`config.mk`:
```
export PLATFORM = sky130hd
export DESIGN_NAME = datapack_address_sequencer_unit
export DESIGN_NICKNAME = d
export VERILOG_FILES = /design/src/sv/dasu_pkg.sv /design/src/sv/dasu_slot.sv /design/src/sv/datapack_address_sequencer_unit.sv
export SDC_FILE = /design/constraint.sdc
export NUM_CORES = 1
export LEC_CHECK = 0
export BUFFER_PORTS_ARGS = -buffer_cell sky130_fd_sc_hd__buf_4
export CAP_MARGIN = 10
export CORE_MARGIN = 1.5
export CORE_UTILIZATION = 50
export CTS_CLUSTER_DIAMETER = 80
export CTS_CLUSTER_SIZE = 30
export DETAILED_ROUTE_END_ITERATION = 7
export MAX_ROUTING_LAYER = met4
export PLACE_DENSITY = 0.75
export SLEW_MARGIN = 20
export SYNTH_ARGS = -nofsm -noshare
export SYNTH_HDL_FRONTEND = slang
export SYNTH_SLANG_ARGS = --single-unit
export TNS_END_PERCENT = 1
```
`constraint.sdc`:
```
create_clock -name clk -period 11.4 [get_ports clk]
set_input_delay 2.28 -clock clk [delete_from_list [all_inputs] [get_ports clk]]
set_output_delay 2.28 -clock clk [all_outputs]
set_load 0.01 [all_outputs]
```
`src/sv/dasu_pkg.sv`:
```
// Package for the storage-pack address sequencer.
// Holds payload structs, operation and register codes, and the control-line constants.
// No dependencies.
package dasu_pkg;

    // Operation codes of an input item
    localparam logic [1:0] OP_DIR_WR  = 2'd0;
    localparam logic [1:0] OP_CTL_WR  = 2'd1;
    localparam logic [1:0] OP_DATA_RD = 2'd2;
    localparam logic [1:0] OP_CTL_RD  = 2'd3;

    // Configuration register indexes
    localparam logic [1:0] CFG_ONE_PAGED = 2'd0;
    localparam logic [1:0] CFG_ONE_SIZE  = 2'd1;
    localparam logic [1:0] CFG_TWO_PAGED = 2'd2;
    localparam logic [1:0] CFG_TWO_SIZE  = 2'd3;

    // Slot select codes on control-line bits 6:4
    localparam logic [2:0] SEL_ONE = 3'b110;
    localparam logic [2:0] SEL_TWO = 3'b101;

    localparam logic [7:0] ALL_OUT = 8'hff;

    // Control-line bit positions
    localparam int CLK_BIT     = 0;
    localparam int RESET_BIT   = 1;
    localparam int PROG_BIT    = 2;
    localparam int DISABLE_BIT = 7;

    localparam logic [18:0] PAGE_BYTES = 19'd256;

    typedef struct packed {
        logic [1:0] operation;
        logic [7:0] write_value;
    } in_item_t;

    typedef struct packed {
        logic [7:0]  read_value;
        logic [17:0] pack_address;
        logic        address_valid;
        logic        slot_index;
    } out_item_t;

    // Update request from the bus side to one slot
    typedef struct packed {
        logic en;
        logic clk_edge;
        logic prog_fall;
        logic line_reset;
    } slot_cmd_t;

    // Address view of one slot
    typedef struct packed {
        logic [18:0] addr;
        logic        hit;
    } slot_stat_t;

endpackage

```
`src/sv/dasu_slot.sv`:
```
// Byte and page counters of one pack slot, with wrap logic and address compare.
// Depends on dasu_pkg.
module dasu_slot
    import dasu_pkg::*;
(
    input  logic       clk,
    input  logic       rst_n,
    input  logic       paged,
    input  logic [5:0] units,
    input  slot_cmd_t  cmd,
    output slot_stat_t stat
);

    logic [17:0] byte_reg, byte_next;
    logic [9:0]  page_reg, page_next;
    logic [18:0] pack_bytes;
    logic [18:0] byte_lim;
    logic [18:0] byte_inc;
    logic [10:0] page_lim;
    logic [10:0] page_inc;

    always_comb
    begin
        pack_bytes = {units, 13'b0};
        byte_lim   = paged ? PAGE_BYTES : pack_bytes;
        byte_inc   = {1'b0, byte_reg} + 19'd1;
        page_lim   = {units, 5'b0};
        page_inc   = {1'b0, page_reg} + 11'd1;
        byte_next  = byte_reg;
        page_next  = page_reg;
        if (cmd.en)
        begin
            if (cmd.clk_edge)
            begin
                byte_next = (byte_inc >= byte_lim) ? 18'd0 : byte_inc[17:0];
            end
            if (cmd.prog_fall)
            begin
                page_next = (page_inc >= page_lim) ? 10'd0 : page_inc[9:0];
            end
            // reset line that was high clears both counters, after any advance
            if (cmd.line_reset)
            begin
                byte_next = 18'd0;
                page_next = 10'd0;
            end
        end
    end

    always_ff @(posedge clk or negedge rst_n)
    begin
        if (!rst_n)
        begin
            byte_reg <= 18'd0;
            page_reg <= 10'd0;
        end
        else
        begin
            byte_reg <= byte_next;
            page_reg <= page_next;
        end
    end

    always_comb
    begin
        stat.addr = paged ? ({1'b0, byte_reg} + {1'b0, page_reg, 8'b0}) : {1'b0, byte_reg};
        stat.hit  = (units != 6'd0) && (stat.addr < pack_bytes);
    end

endmodule

```
`src/sv/datapack_address_sequencer_unit.sv`:
```
// Top level of the two-slot storage-pack address sequencer.
// Depends on dasu_pkg and dasu_slot.
//
// Usage:
//   Input channel (in_valid/in_ready/in_data) carries one bus access: write
//   direction, write control lines, read data bus or read control lines.
//   Output channel (out_valid/out_ready/out_data) returns exactly one result
//   per access: latch value on a control read, pack address and valid flag on
//   a data read, zeros otherwise.
//   Configuration port (cfg_we/cfg_index/cfg_data) sets paged mode and size
//   of each slot; write it only while no access is in flight.
//   The result is registered and appears in the cycle after the input transfer.
//   Throughput: one access per cycle while results are taken; all state
//   updates for an access are done in that cycle, in the top and slot units.
//   Reset clears the direction register, control latch, slot counters and
//   configuration registers; the output register starts empty.
//   When the receiver stalls, the result holds in the output register and
//   in_ready drops until it is taken; an access is still accepted in the
//   same cycle in which the pending result leaves.
module datapack_address_sequencer_unit
    import dasu_pkg::*;
#(
    parameter int MAX_SIZE_UNITS = 32
)
(
    input  logic       clk,
    input  logic       rst_n,
    input  logic       cfg_we,
    input  logic [1:0] cfg_index,
    input  logic [5:0] cfg_data,
    input  logic       in_valid,
    output logic       in_ready,
    input  in_item_t   in_data,
    output logic       out_valid,
    input  logic       out_ready,
    output out_item_t  out_data
);

    localparam logic [5:0] MAX_UNITS = 6'(MAX_SIZE_UNITS);

    logic       one_paged_reg, two_paged_reg;
    logic [5:0] one_size_reg, two_size_reg;
    logic [5:0] one_units, two_units;
    logic [7:0] dir_reg, dir_next;
    logic [7:0] latch_reg, latch_next;
    logic       out_valid_reg;
    out_item_t  out_reg, out_next;
    logic       accept;
    logic       ctl_take;
    logic [2:0] wr_sel, rd_sel;
    slot_cmd_t  cmd_one, cmd_two, cmd_common;
    slot_stat_t stat_one, stat_two, stat_sel;

    // configuration registers
    always_ff @(posedge clk or negedge rst_n)
    begin
        if (!rst_n)
        begin
            one_paged_reg <= 1'b0;
            one_size_reg  <= 6'd0;
            two_paged_reg <= 1'b0;
            two_size_reg  <= 6'd0;
        end
        else if (cfg_we)
        begin
            case (cfg_index)
                CFG_ONE_PAGED: one_paged_reg <= cfg_data[0];
                CFG_ONE_SIZE:  one_size_reg  <= cfg_data;
                CFG_TWO_PAGED: two_paged_reg <= cfg_data[0];
                CFG_TWO_SIZE:  two_size_reg  <= cfg_data;
                default:       one_paged_reg <= one_paged_reg;
            endcase
        end
    end

    assign one_units = (one_size_reg > MAX_UNITS) ? MAX_UNITS : one_size_reg;
    assign two_units = (two_size_reg > MAX_UNITS) ? MAX_UNITS : two_size_reg;

    assign in_ready = !out_valid_reg || out_ready;
    assign accept   = in_valid && in_ready;
    assign ctl_take = accept && (in_data.operation == OP_CTL_WR) && (dir_reg == ALL_OUT);
    assign wr_sel   = in_data.write_value[6:4];
    assign rd_sel   = latch_reg[6:4];

    always_comb
    begin
        cmd_common.en         = 1'b0;
        cmd_common.clk_edge   = latch_reg[CLK_BIT] ^ in_data.write_value[CLK_BIT];
        cmd_common.prog_fall  = latch_reg[PROG_BIT] & ~in_data.write_value[PROG_BIT];
        cmd_common.line_reset = latch_reg[RESET_BIT];
        cmd_one               = cmd_common;
        cmd_two               = cmd_common;
        cmd_one.en            = ctl_take && (wr_sel == SEL_ONE);
        cmd_two.en            = ctl_take && (wr_sel == SEL_TWO);
    end

    dasu_slot u_slot_one (
        .clk   (clk),
        .rst_n (rst_n),
        .paged (one_paged_reg),
        .units (one_units),
        .cmd   (cmd_one),
        .stat  (stat_one)
    );

    dasu_slot u_slot_two (
        .clk   (clk),
        .rst_n (rst_n),
        .paged (two_paged_reg),
        .units (two_units),
        .cmd   (cmd_two),
        .stat  (stat_two)
    );

    always_comb
    begin
        dir_next   = dir_reg;
        latch_next = latch_reg;
        stat_sel   = (rd_sel == SEL_TWO) ? stat_two : stat_one;
        out_next   = '0;
        case (in_data.operation)
            OP_DIR_WR:
            begin
                dir_next = in_data.write_value;
            end
            OP_CTL_WR:
            begin
                if (dir_reg == ALL_OUT)
                begin
                    latch_next = in_data.write_value;
                end
            end
            OP_DATA_RD:
            begin
                if ((rd_sel == SEL_ONE) || (rd_sel == SEL_TWO))
                begin
                    out_next.slot_index = (rd_sel == SEL_TWO);
                    if (stat_sel.hit && !latch_reg[DISABLE_BIT])
                    begin
                        out_next.address_valid = 1'b1;
                        out_next.pack_address  = stat_sel.addr[17:0];
                    end
                end
            end
            OP_CTL_RD:
            begin
                out_next.read_value = latch_reg;
            end
            default:
            begin
                out_next = '0;
            end
        endcase
    end

    always_ff @(posedge clk or negedge rst_n)
    begin
        if (!rst_n)
        begin
            dir_reg       <= 8'd0;
            latch_reg     <= 8'd0;
            out_valid_reg <= 1'b0;
        end
        else
        begin
            if (accept)
            begin
                dir_reg       <= dir_next;
                latch_reg     <= latch_next;
                out_valid_reg <= 1'b1;
            end
            else if (out_ready)
            begin
                out_valid_reg <= 1'b0;
            end
        end
    end

    // result payload, loaded on each input transfer
    always_ff @(posedge clk)
    begin
        if (accept)
        begin
            out_reg <= out_next;
        end
    end

    assign out_valid = out_valid_reg;
    assign out_data  = out_reg;

    a_ctl_ignored: assert property (@(posedge clk) disable iff (!rst_n)
        (accept && (in_data.operation == OP_CTL_WR) && (dir_reg != ALL_OUT))
        |=> $stable(latch_reg))
        else $error("control write taken while direction not all-out");

    a_accept_result: assert property (@(posedge clk) disable iff (!rst_n)
        accept |=> out_valid_reg)
        else $error("transfer accepted without a result");

    a_invalid_zero: assert property (@(posedge clk) disable iff (!rst_n)
        (out_valid_reg && !out_reg.address_valid) |-> (out_reg.pack_address == 18'd0))
        else $error("address present on invalid read");

    a_read_kinds: assert property (@(posedge clk) disable iff (!rst_n)
        (out_valid_reg && (out_reg.address_valid || out_reg.slot_index))
        |-> (out_reg.read_value == 8'd0))
        else $error("data read and control read mixed in one result");

endmodule
```
==> results of run 1 <==
[power by group through the flow]
stage          Clock (mW)  Combinational [mW]  Sequential, mW
6_report            0.516               0.125           0.469
3_3_place_gp            0               0.120           0.476
3_5_place_dp            0               0.123           0.476
2_1_floorplan           0              0.0852           0.463
4_1_cts             0.521               0.124           0.468
5_1_grt             0.544               0.139           0.471
[cells in the final DEF (no fill, tap or decap), drive strengths merged, types with 12 or more instances in the layout]
cell type and instances:
a21o 23, or3 12, nand2b 17, o21ai 48, a21oi 38, ha 62
a211oi 15, nand3 41, dfrtp 87, nor2 56, xnor2 27, buf 58
edfxtp 28, mux2 32, xor2 13, clkbuf 19, nor3 28, inv 41
nand2 108, nand4 18, and3 25
[kinds of logic after synthesis]
kind of cell | synth area share [%]
xor+xnor | 4.357
buf+inv | 3.563
simple gates | 22.32
mux | 5.104
compound gates | 16.98
fa+ha+maj | 10.15
flops | 37.54
[cell usage after synthesis, types with 5 or more instances]
master | n | area share (%)
a2111oi_0 | 5 | 0.54
a211o_1 | 8 | 0.87
a211oi_1 | 14 | 1.3
a21o_1 | 23 | 2.1
a21oi_1 | 38 | 2.4
a31oi_1 | 6 | 0.47
and2_1 | 9 | 0.70
and3_1 | 25 | 1.9
and4_1 | 5 | 0.54
buf_2 | 9 | 0.56
clkbuf_1 | 27 | 1.3
dfrtp_1 | 87 | 27
edfxtp_1 | 28 | 10
ha_1 | 62 | 9.6
inv_1 | 29 | 1.4
mux2_2 | 32 | 4.5
mux2i_1 | 5 | 0.62
nand2_1 | 108 | 5.0
nand2b_1 | 17 | 1.3
nand3_1 | 41 | 2.6
nand3b_1 | 5 | 0.47
nand4_1 | 18 | 1.4
nor2_1 | 55 | 2.6
nor2b_1 | 9 | 0.70
nor3_1 | 28 | 1.7
nor4_1 | 11 | 0.86
o211ai_1 | 6 | 0.56
o21ai_0 | 47 | 2.9
o21bai_1 | 6 | 0.56
o31ai_1 | 7 | 0.65
or3_1 | 9 | 0.70
xnor2_1 | 27 | 2.9
xor2_1 | 13 | 1.4
[stage by stage]
stage                     cells  power (mW)  setup slack [ns]
after floorplan             881      0.5485             6.649
after global placement     1115      0.5962             6.414
after detailed placement   1115      0.5991             6.409
after CTS                  1147       1.113             6.408
after global routing       1147       1.154             6.383
final                      1147       1.110             6.405
[routing by layer]
layer  track usage (%)  up-vias
li1                  -     3321
met1             34.79     3330
met2             40.24      216
met3             5.453       34
met4             6.797        0
met5                 -        -
[worst min path at each step]
stage / to / slack (ns)
after CTS: latch_reg[3] / 0.50
after detailed placement: latch_reg[3] / 0.49
after global routing: latch_reg[3] / 0.52
after global placement: latch_reg[3] / 0.48
final: dir_reg[2] / 0.51
after floorplan: latch_reg[2] / 0.46
[layout make-up]
cell class | count | area, µm² | share of cell area (%)
multi-input combinational | 697 | 4741 | 51.90
tap | 216 | 270.3 | 2.958
timing repair buffer | 58 | 435.4 | 4.766
inverter | 29 | 108.9 | 1.192
clock inverter | 13 | 108.9 | 1.192
clock buffer | 19 | 452.9 | 4.958
sequential | 115 | 3018 | 33.04
==> impl_metrics.py, run 1 <==
metrics = {
    "power_and_ir_drop": {
        "vdd_ir_drop_max_uv": 134.0,
        "netSwitchingFraction_pct": 28.47,
        "leakagePower_nw": 4.153,
        "p_per_area_nw_per_um2": 121.5,
        "power.internal_mw": 0.7938,
        "clockPowerShare_pct": 46.5,
        "power_frac_comb_pct": 11.2,
        "p_sw_mw": 0.3160,
        "power_frac_seq_pct": 42.3,
    },
    "global_routing": {
        "grt_pass1_wl_um": 32980,
        "grt_max_degree": 52,
        "gr-total-overflow": 0,
        "track_usage_pct": 25.97,
        "antenna_found_initial": 0,
        "grt_pass1_vias": 6434,
    },
    "floorplanning": {
        "die_h_um": 129.8,
        "core-area_um2": 15770,
        "ios": 53,
        "die_w_um": 129.8,
        "rows": 46,
        "die_area_um2": 16850,
        "start_util_pct": 50.98,
    },
    "final_layout": {
        "fillers": 1406,
        "final_area_um2": 9135,
        "antennaDiodeCount": 0,
        "fin_nets": 1005,
        "largest_reg_flops": 28,
        "post-route-util_pct": 57.93,
        "syn_to_final_growth_pct": 13.62,
        "drive_gt1_share_pct": 15.57,
    },
    "sta": {
        "tightest_slew_ns": 0.9989,
        "relSlewSlack_pct": 33.40,
        "hold_viol": 0,
        "fin_hold_ws_ns": 0.5061,
        "finalSetupViolCount": 0,
        "rsz0062_at_grt": "false",
        "tns_ns": 0,
        "finClkSkew_ns": 0.009421,
        "fmax_mhz": 200.2,
        "slew_viol_final": 0,
        "fin_crit_sh_pct": 43.81,
        "post-route-min-period_ns": 4.995,
    },
    "synthesis": {
        "synth.distinct_cells": 71,
        "syn_area_um2": 8040,
        "yosys_warnings": 0,
        "ys.flop_type": "dfrtp_1",
        "synth-edff-count": 28,
        "syn_nets": 968,
        "seq_area_frac_synth_pct": 37.54,
        "syn_avg_cell_area_um2": 9.126,
        "synthCells": 881,
        "async_flop_share_pct": 75.65,
        "ys_ff_latch": 115,
    },
    "routing": {
        "wl_met1_um": 9290,
        "dr_wl_met3_um": 982,
        "drt_iter0_drc": 584,
        "wirelength_um": 20130,
        "drt_pass1_iterations": 7,
        "routedWlPerCell_um": 17.55,
        "antenna_left": 0,
        "routed_via_density": 6.017,
        "drc_errors": 0,
        "met2_length_um": 9501,
        "routed.top_layer": "met4",
        "vias": 6901,
    },
    "worst_hold_path": {
        "hold_class": "reg -> reg",
        "min_from": "dir_reg[2]",
        "hold_depth": 1,
    },
    "clocking": {
        "numCtsBuffers": 17,
        "cts_tree": "built",
        "root_buffer": "clkbuf_16",
        "clockBufferDepth": 2,
        "cts_setup_buffers": 0,
        "cts_sinks": 115,
        "cts_max_level": 4,
        "path_clk_slew_ns": 0.06,
        "clk-insertion-delay-late_ns": 0.42,
        "post_cts_resized": 0,
        "ctsHoldBuffers": 0,
    },
    "worst_setup_path": {
        "reg2reg_slack_ns": 6.91,
        "critPathSlowestCell": "nand2b_1",
        "required_ns": 9.12,
        "crit_type": "in -> out",
        "cp-start-kind": "input port",
        "r2r_start": "u_slot_two.byte_reg[2]",
        "path_buf_inv": 2,
        "arrival_ns": 2.71,
        "startpoint": "out_ready",
        "r2r-end": "u_slot_two.byte_reg[16]",
        "max_stage_delay_ns": 0.17,
        "rr_worst_depth": 12,
        "critPathMaxFanout": 4,
        "end_kind": "output port",
        "cp.depth": 3,
        "crit_chain": "buf_4 > nand2b_1 > buf_4",
        "cp-endpoint": "in_ready",
        "cpLargestDelayFamily": "buffers and inverters",
        "crit_path_frequent_cell": "buf_4",
    },
    "placed_design": {
        "dp_hpwl_um": 14430,
        "io_buffers": 52,
        "place_area_um2": 8573,
        "gp_congestion": 0.9081,
    },
    "outcome": {
        "status": "finished, final reports clean",
    },
    "run": {
        "drv_cap": 0,
    },
}
(Power assumes the default switching activity.)
==> inputs of run 2 (changes only) <==
==> constraint.sdc (replaced) <==
create_clock -name clk -period 4.8 [get_ports clk]
set_input_delay 0.96 -clock clk [delete_from_list [all_inputs] [get_ports clk]]
set_output_delay 0.96 -clock clk [all_outputs]
set_load 0.01 [all_outputs]
==> run 2 against run 1 <==
Sequential share of layout area fell by 0.23 points. Clock power rose by 150%. Sequential cell count unchanged. Global-route usage grew 0.082 points. Routed wire length down 0.19%. Critical path type is now reg -> reg. Critical endpoint is now out_data[19]. Highest routed layer unchanged.
==> impl_metrics.py, run 2 (same netlist as run 1, synthesis figures left out) <==
metrics = {
    "worst_setup_path": {
        "r2r-end": "out_data[19]",
        "critPathSlowestCell": "o311a_1",
        "cp.depth": 16,
        "cp-start-kind": "flop",
        "cpLargestDelayFamily": "compound AO/OA/AOI/OAI gates",
        "critPathMaxFanout": 15,
        "crit_chain": "ha_1 > fa_1 > a21o_1 > a21oi_1 > o21ai_0 > a31oi_1 > xnor2_1 > mux2_2 > ha_1 > a21oi_1 > nor2b_1 > o21ai_0 > nand4_1 > o311a_1 > inv_1 > o221a_2",
        "max_stage_delay_ns": 0.58,
        "path_buf_inv": 1,
        "rr_worst_depth": 16,
        "startpoint": "u_slot_two.byte_reg[8]",
        "required_ns": 5.09,
        "cp-endpoint": "out_data[19]",
        "reg2reg_slack_ns": 0.51,
        "r2r_start": "u_slot_two.byte_reg[8]",
        "crit_type": "reg -> reg",
        "arrival_ns": 4.58,
        "end_kind": "flop",
    },
    "placed_design": {
        "gp_congestion": 0.9175,
        "place_area_um2": 8596,
        "io_buffers": 52,
        "dp_hpwl_um": 14660,
    },
    "final_layout": {
        "fin_nets": 1008,
        "syn_to_final_growth_pct": 14.41,
        "fillers": 1376,
        "largest_reg_flops": 28,
        "final_cell_mix": "nand2_1 (108), dfrtp_1 (87), ha_1 (62)",
        "antennaDiodeCount": 0,
        "final_area_um2": 9199,
        "drive_gt1_share_pct": 15.74,
        "final_common_cell": "nand2_1",
        "post-route-util_pct": 58.33,
    },
    "global_routing": {
        "gr-total-overflow": 0,
        "grt_pass1_vias": 6579,
        "top_usage_layer": "met2",
        "grtUsageMet3_pct": 5.207,
        "track_usage_pct": 26.05,
        "grt_max_degree": 59,
        "grt_pass1_wl_um": 33220,
        "antenna_found_initial": 0,
        "use_met1_pct": 34.20,
        "grt_use_met2_pct": 40.87,
    },
    "clocking": {
        "cts_max_level": 4,
        "cts_sinks": 115,
        "root_buffer": "clkbuf_16",
        "cts_setup_buffers": 0,
        "clockBufferDepth": 2,
        "ctsHoldBuffers": 0,
        "numCtsBuffers": 17,
        "path_clk_slew_ns": 0.06,
        "post_cts_resized": 0,
        "clk-insertion-delay-late_ns": 0.42,
        "cts_tree": "built",
    },
    "sta": {
        "post-route-min-period_ns": 4.286,
        "tightest_slew_ns": 0.9959,
        "slew_viol_final": 0,
        "finClkSkew_ns": 0.005215,
        "fin_crit_sh_pct": 89.29,
        "tns_ns": 0,
        "finalSetupViolCount": 0,
        "rsz0062_at_grt": "false",
        "fmax_mhz": 233.3,
        "hold_viol": 0,
        "relSlewSlack_pct": 33.61,
    },
    "floorplanning": {
        "die_h_um": 129.8,
        "rows": 46,
        "core-area_um2": 15770,
        "die_area_um2": 16850,
        "die_w_um": 129.8,
        "ios": 53,
        "start_util_pct": 50.98,
    },
    "routing": {
        "drt_iter0_drc": 523,
        "routedWlPerCell_um": 17.47,
        "drc_errors": 0,
        "routed_via_density": 5.960,
        "vias": 6854,
        "antenna_left": 0,
        "wirelength_um": 20090,
        "drt_pass1_iterations": 7,
    },
    "power_and_ir_drop": {
        "vdd_ir_drop_max_uv": 232.1,
        "p_per_area_nw_per_um2": 293.0,
        "leakagePower_nw": 4.182,
        "power_mw": 2.695,
    },
    "outcome": {
        "status": "finished, final reports clean",
    },
    "run": {
        "drv_cap": 0,
    },
    "worst_hold_path": {
        "hold_class": "reg -> reg",
    },
}
## run 2: cell count changes in the layout (fill, tap and decap cells not counted)
cell,delta
bufinv_16,+2
inv_6,-5
clkinv_4,+4
buf_4,+3
inv_4,-3
clkinv_2,+1
clkbuf_1,+1
## run 2: worst min-delay path by stage
stage                  from      endpoint  slack, ns  cells past startpoint
2_1_floorplan  latch_reg[2]  latch_reg[2]       0.46                      2
3_3_place_gp   latch_reg[3]  latch_reg[3]       0.48                      1
3_5_place_dp   latch_reg[3]  latch_reg[3]       0.49                      1
4_1_cts        latch_reg[3]  latch_reg[3]       0.51                      1
5_1_grt          dir_reg[6]    dir_reg[6]       0.53                      1
6_report         dir_reg[1]    dir_reg[1]       0.51                      1
## run 2: routing by layer
metal / vias up / part of all wire [%] / wire length (µm)
met1: 3300 / 46 / 9196
met5: - / 0 / 0
met4: 0 / 2.0 / 410
met3: 34 / 4.6 / 933
met2: 186 / 48 / 9551
li1: 3334 / - / -
## run 2: worst register-to-register path, cell delays in order (launching register included)
cell and delay [ns]:
dfrtp_1 0.48, ha_1 0.26, fa_1 0.40, a21o_1 0.19, a21oi_1 0.26, o21ai_0 0.14
a31oi_1 0.29, xnor2_1 0.11, mux2_2 0.29, ha_1 0.29, a21oi_1 0.13, nor2b_1 0.06
o21ai_0 0.15, nand4_1 0.14, o311a_1 0.58, inv_1 0.20, o221a_2 0.19
## run 2: layout make-up
type,instances,area [µm²],area share (%)
tap,216,270.3,2.938
clock inverter,12,146.4,1.591
sequential,115,3018,32.81
timing repair buffer,61,457.9,4.978
clock buffer,20,456.7,4.965
inverter,29,108.9,1.183
multi-input combinational,697,4741,51.54
## run 2: metrics by stage
step	setup WS [ns]	instances	hold WS, ns
3_3_place_gp	0.6751	1118	0.4828
3_5_place_dp	0.5373	1118	0.4949
2_1_floorplan	1.104	881	0.4648
4_1_cts	0.5257	1150	0.5078
6_report	0.5143	1150	0.5083
5_1_grt	0.1808	1150	0.5285
## run 2: power by group
group          switching, mW  leakage [nW]  internal (mW)
logic                  0.166          2.47          0.130
clock network          0.482         0.297          0.802
registers             0.0642          1.41           1.05
total                  0.712          4.18           1.98
==> inputs of run 3 (changes only) <==
--- a/config.mk
+++ b/config.mk
@@ -8,12 +8,12 @@
 export BUFFER_PORTS_ARGS = -buffer_cell sky130_fd_sc_hd__buf_4
 export CAP_MARGIN = 10
 export CORE_MARGIN = 1.5
-export CORE_UTILIZATION = 50
+export CORE_UTILIZATION = 55
 export CTS_CLUSTER_DIAMETER = 80
 export CTS_CLUSTER_SIZE = 30
 export DETAILED_ROUTE_END_ITERATION = 7
 export MAX_ROUTING_LAYER = met4
-export PLACE_DENSITY = 0.75
+export PLACE_DENSITY = 0.8
 export SLEW_MARGIN = 20
 export SYNTH_ARGS = -nofsm -noshare
 export SYNTH_HDL_FRONTEND = slang
==> run 3 against run 2 <==
Die area is 8.9% lower. Hold slack lost 0.0029 ns. Largest power group unchanged. Clock skew rose by 0.0086 ns.
==> impl_metrics.py, run 3 (same netlist as run 1, synthesis figures left out) <==
metrics = {
    "worst_setup_path": {
        "r2r_start": "u_slot_two.byte_reg[10]",
        "arrival_ns": 4.52,
        "end_kind": "flop",
        "crit_type": "reg -> reg",
        "r2r-end": "out_data[18]",
        "reg2reg_slack_ns": 0.46,
        "cp-start-kind": "flop",
        "required_ns": 4.98,
        "crit_path_frequent_cell": "ha_1",
        "max_stage_delay_ns": 0.59,
        "crit_chain": "ha_1 > and2_1 > a22o_1 > o41ai_1 > o2111ai_1 > xor2_1 > mux2_2 > ha_1 > nor2b_1 > o21ai_0 > nand4_1 > a41o_1 > o311a_1 > inv_1 > o211a_1",
        "critPathMaxFanout": 15,
        "critPathSlowestCell": "dfrtp_1",
        "rr_worst_depth": 15,
    },
    "run": {
        "drv_cap": 0,
    },
    "power_and_ir_drop": {
        "p_per_area_nw_per_um2": 302.0,
        "vdd_ir_drop_max_uv": 276.4,
        "leakagePower_nw": 4.197,
    },
    "routing": {
        "routedWlPerCell_um": 18.29,
        "drt_pass1_iterations": 7,
        "vias": 6870,
        "drt_iter0_drc": 635,
        "antenna_left": 0,
        "wirelength_um": 20470,
        "routed_via_density": 6.139,
        "drc_errors": 0,
    },
    "floorplanning": {
        "start_util_pct": 55.74,
        "rows": 44,
        "ios": 53,
        "die_w_um": 123.9,
        "core-area_um2": 14420,
        "die_area_um2": 15350,
        "die_h_um": 123.9,
    },
    "final_layout": {
        "antennaDiodeCount": 0,
        "seq_area_um2": 3018,
        "multiInputGateArea_um2": 4741,
        "drive_gt1_share_pct": 15.83,
        "fillers": 1177,
        "final_cell_mix": "nand2_1 (108), dfrtp_1 (87), ha_1 (62), buf_4 (62), nor2_1 (55)",
        "final_common_cell": "nand2_1",
        "syn_to_final_growth_pct": 14.36,
        "post-route-util_pct": 63.75,
        "fin_nets": 1009,
        "largest_reg_flops": 28,
    },
    "sta": {
        "hold_viol": 0,
        "tns_ns": 0,
        "fin_crit_sh_pct": 90.35,
        "slew_viol_final": 0,
        "finClkSkew_ns": 0.01381,
        "fmax_mhz": 230.6,
        "finalSetupViolCount": 0,
        "tightest_slew_ns": 1.044,
        "rsz0062_at_grt": "false",
        "relSlewSlack_pct": 29.55,
        "post-route-min-period_ns": 4.337,
    },
    "outcome": {
        "status": "finished, final reports clean",
    },
    "worst_hold_path": {
        "hold_class": "reg -> reg",
        "min_from": "dir_reg[7]",
        "hold_depth": 1,
        "hold_end": "dir_reg[7]",
    },
    "clocking": {
        "numCtsBuffers": 17,
        "cts_sinks": 115,
        "cts_tree": "built",
        "clockBufferDepth": 2,
        "post_cts_resized": 0,
        "cts_max_level": 4,
        "cts_setup_buffers": 0,
        "root_buffer": "clkbuf_16",
        "clk-insertion-delay-late_ns": 0.43,
        "path_clk_slew_ns": 0.06,
        "ctsHoldBuffers": 0,
    },
    "global_routing": {
        "grt_pass1_wl_um": 32470,
        "track_usage_pct": 28.43,
        "antenna_found_initial": 0,
        "grtUsageMet3_pct": 7.189,
        "grt_pass1_vias": 6354,
        "grt_max_degree": 52,
        "use_met1_pct": 36.35,
        "grt_use_met2_pct": 44.27,
        "gr-total-overflow": 0,
        "top_usage_layer": "met2",
    },
    "placed_design": {
        "io_buffers": 52,
        "gp_congestion": 0.9059,
        "dp_hpwl_um": 14740,
    },
}
-- run 3: layout make-up --
class / instances / area share, %
clock buffer: 17 / 4.626
clock inverter: 15 / 2.245
inverter: 29 / 1.184
multi-input combinational: 697 / 51.56
sequential: 115 / 32.82
tap: 184 / 2.504
timing repair buffer: 62 / 5.062
-- run 3: metal layers --
layer | up-vias | share of wire (%)
li1 | 3327 | -
met1 | 3264 | 43
met2 | 230 | 48
met3 | 49 | 6.5
met4 | 0 | 2.5
met5 | - | 0
-- run 3: report_power, final --
group / internal [mW] / switching (mW) / leakage (nW)
logic: 0.129 / 0.167 / 2.48
clock network: 0.873 / 0.493 / 0.306
registers: 1.05 / 0.0635 / 1.41
total: 2.05 / 0.724 / 4.20
-- run 3: per-stage QoR --
step / cell area, µm² / cells / setup slack (ns) / hold WS (ns) / power, mW
6_report: 9195 / 1119 / 0.4633 / 0.5054 / 2.777
5_1_grt: 9195 / 1119 / 0.2385 / 0.5226 / 2.869
4_1_cts: 9195 / 1119 / 0.5237 / 0.5081 / 2.781
3_5_place_dp: 8563 / 1087 / 0.5230 / 0.4959 / 1.422
3_3_place_gp: 8563 / 1087 / 0.6819 / 0.4828 / 1.412
2_1_floorplan: 8040 / 881 / 1.104 / 0.4648 / 1.303
-- run 3: worst max path at each step --
stage / slack (ns) / endpoint / startpoint / depth (start not counted)
final: 0.46 / out_data[18] / u_slot_two.byte_reg[10] / 15
after global routing: 0.24 / out_data[16] / u_slot_two.byte_reg[8] / 17
after CTS: 0.52 / out_data[17] / u_slot_two.byte_reg[8] / 17
after detailed placement: 0.52 / out_data[17] / u_slot_two.byte_reg[8] / 17
after global placement: 0.68 / out_data[18] / u_slot_two.byte_reg[8] / 17
after floorplan: 1.10 / out_data[12] / u_slot_one.page_reg[0] / 16
-- run 3: worst max-delay path, delay by kind of cell, from the launching register on --
family          cells  cell delay (ns)
flops               1             0.59
buf+inv             1             0.21
compound gates      7             1.76
fa+ha+maj           2             0.65
mux                 1             0.29
simple gates        3             0.40
xor+xnor            1             0.17
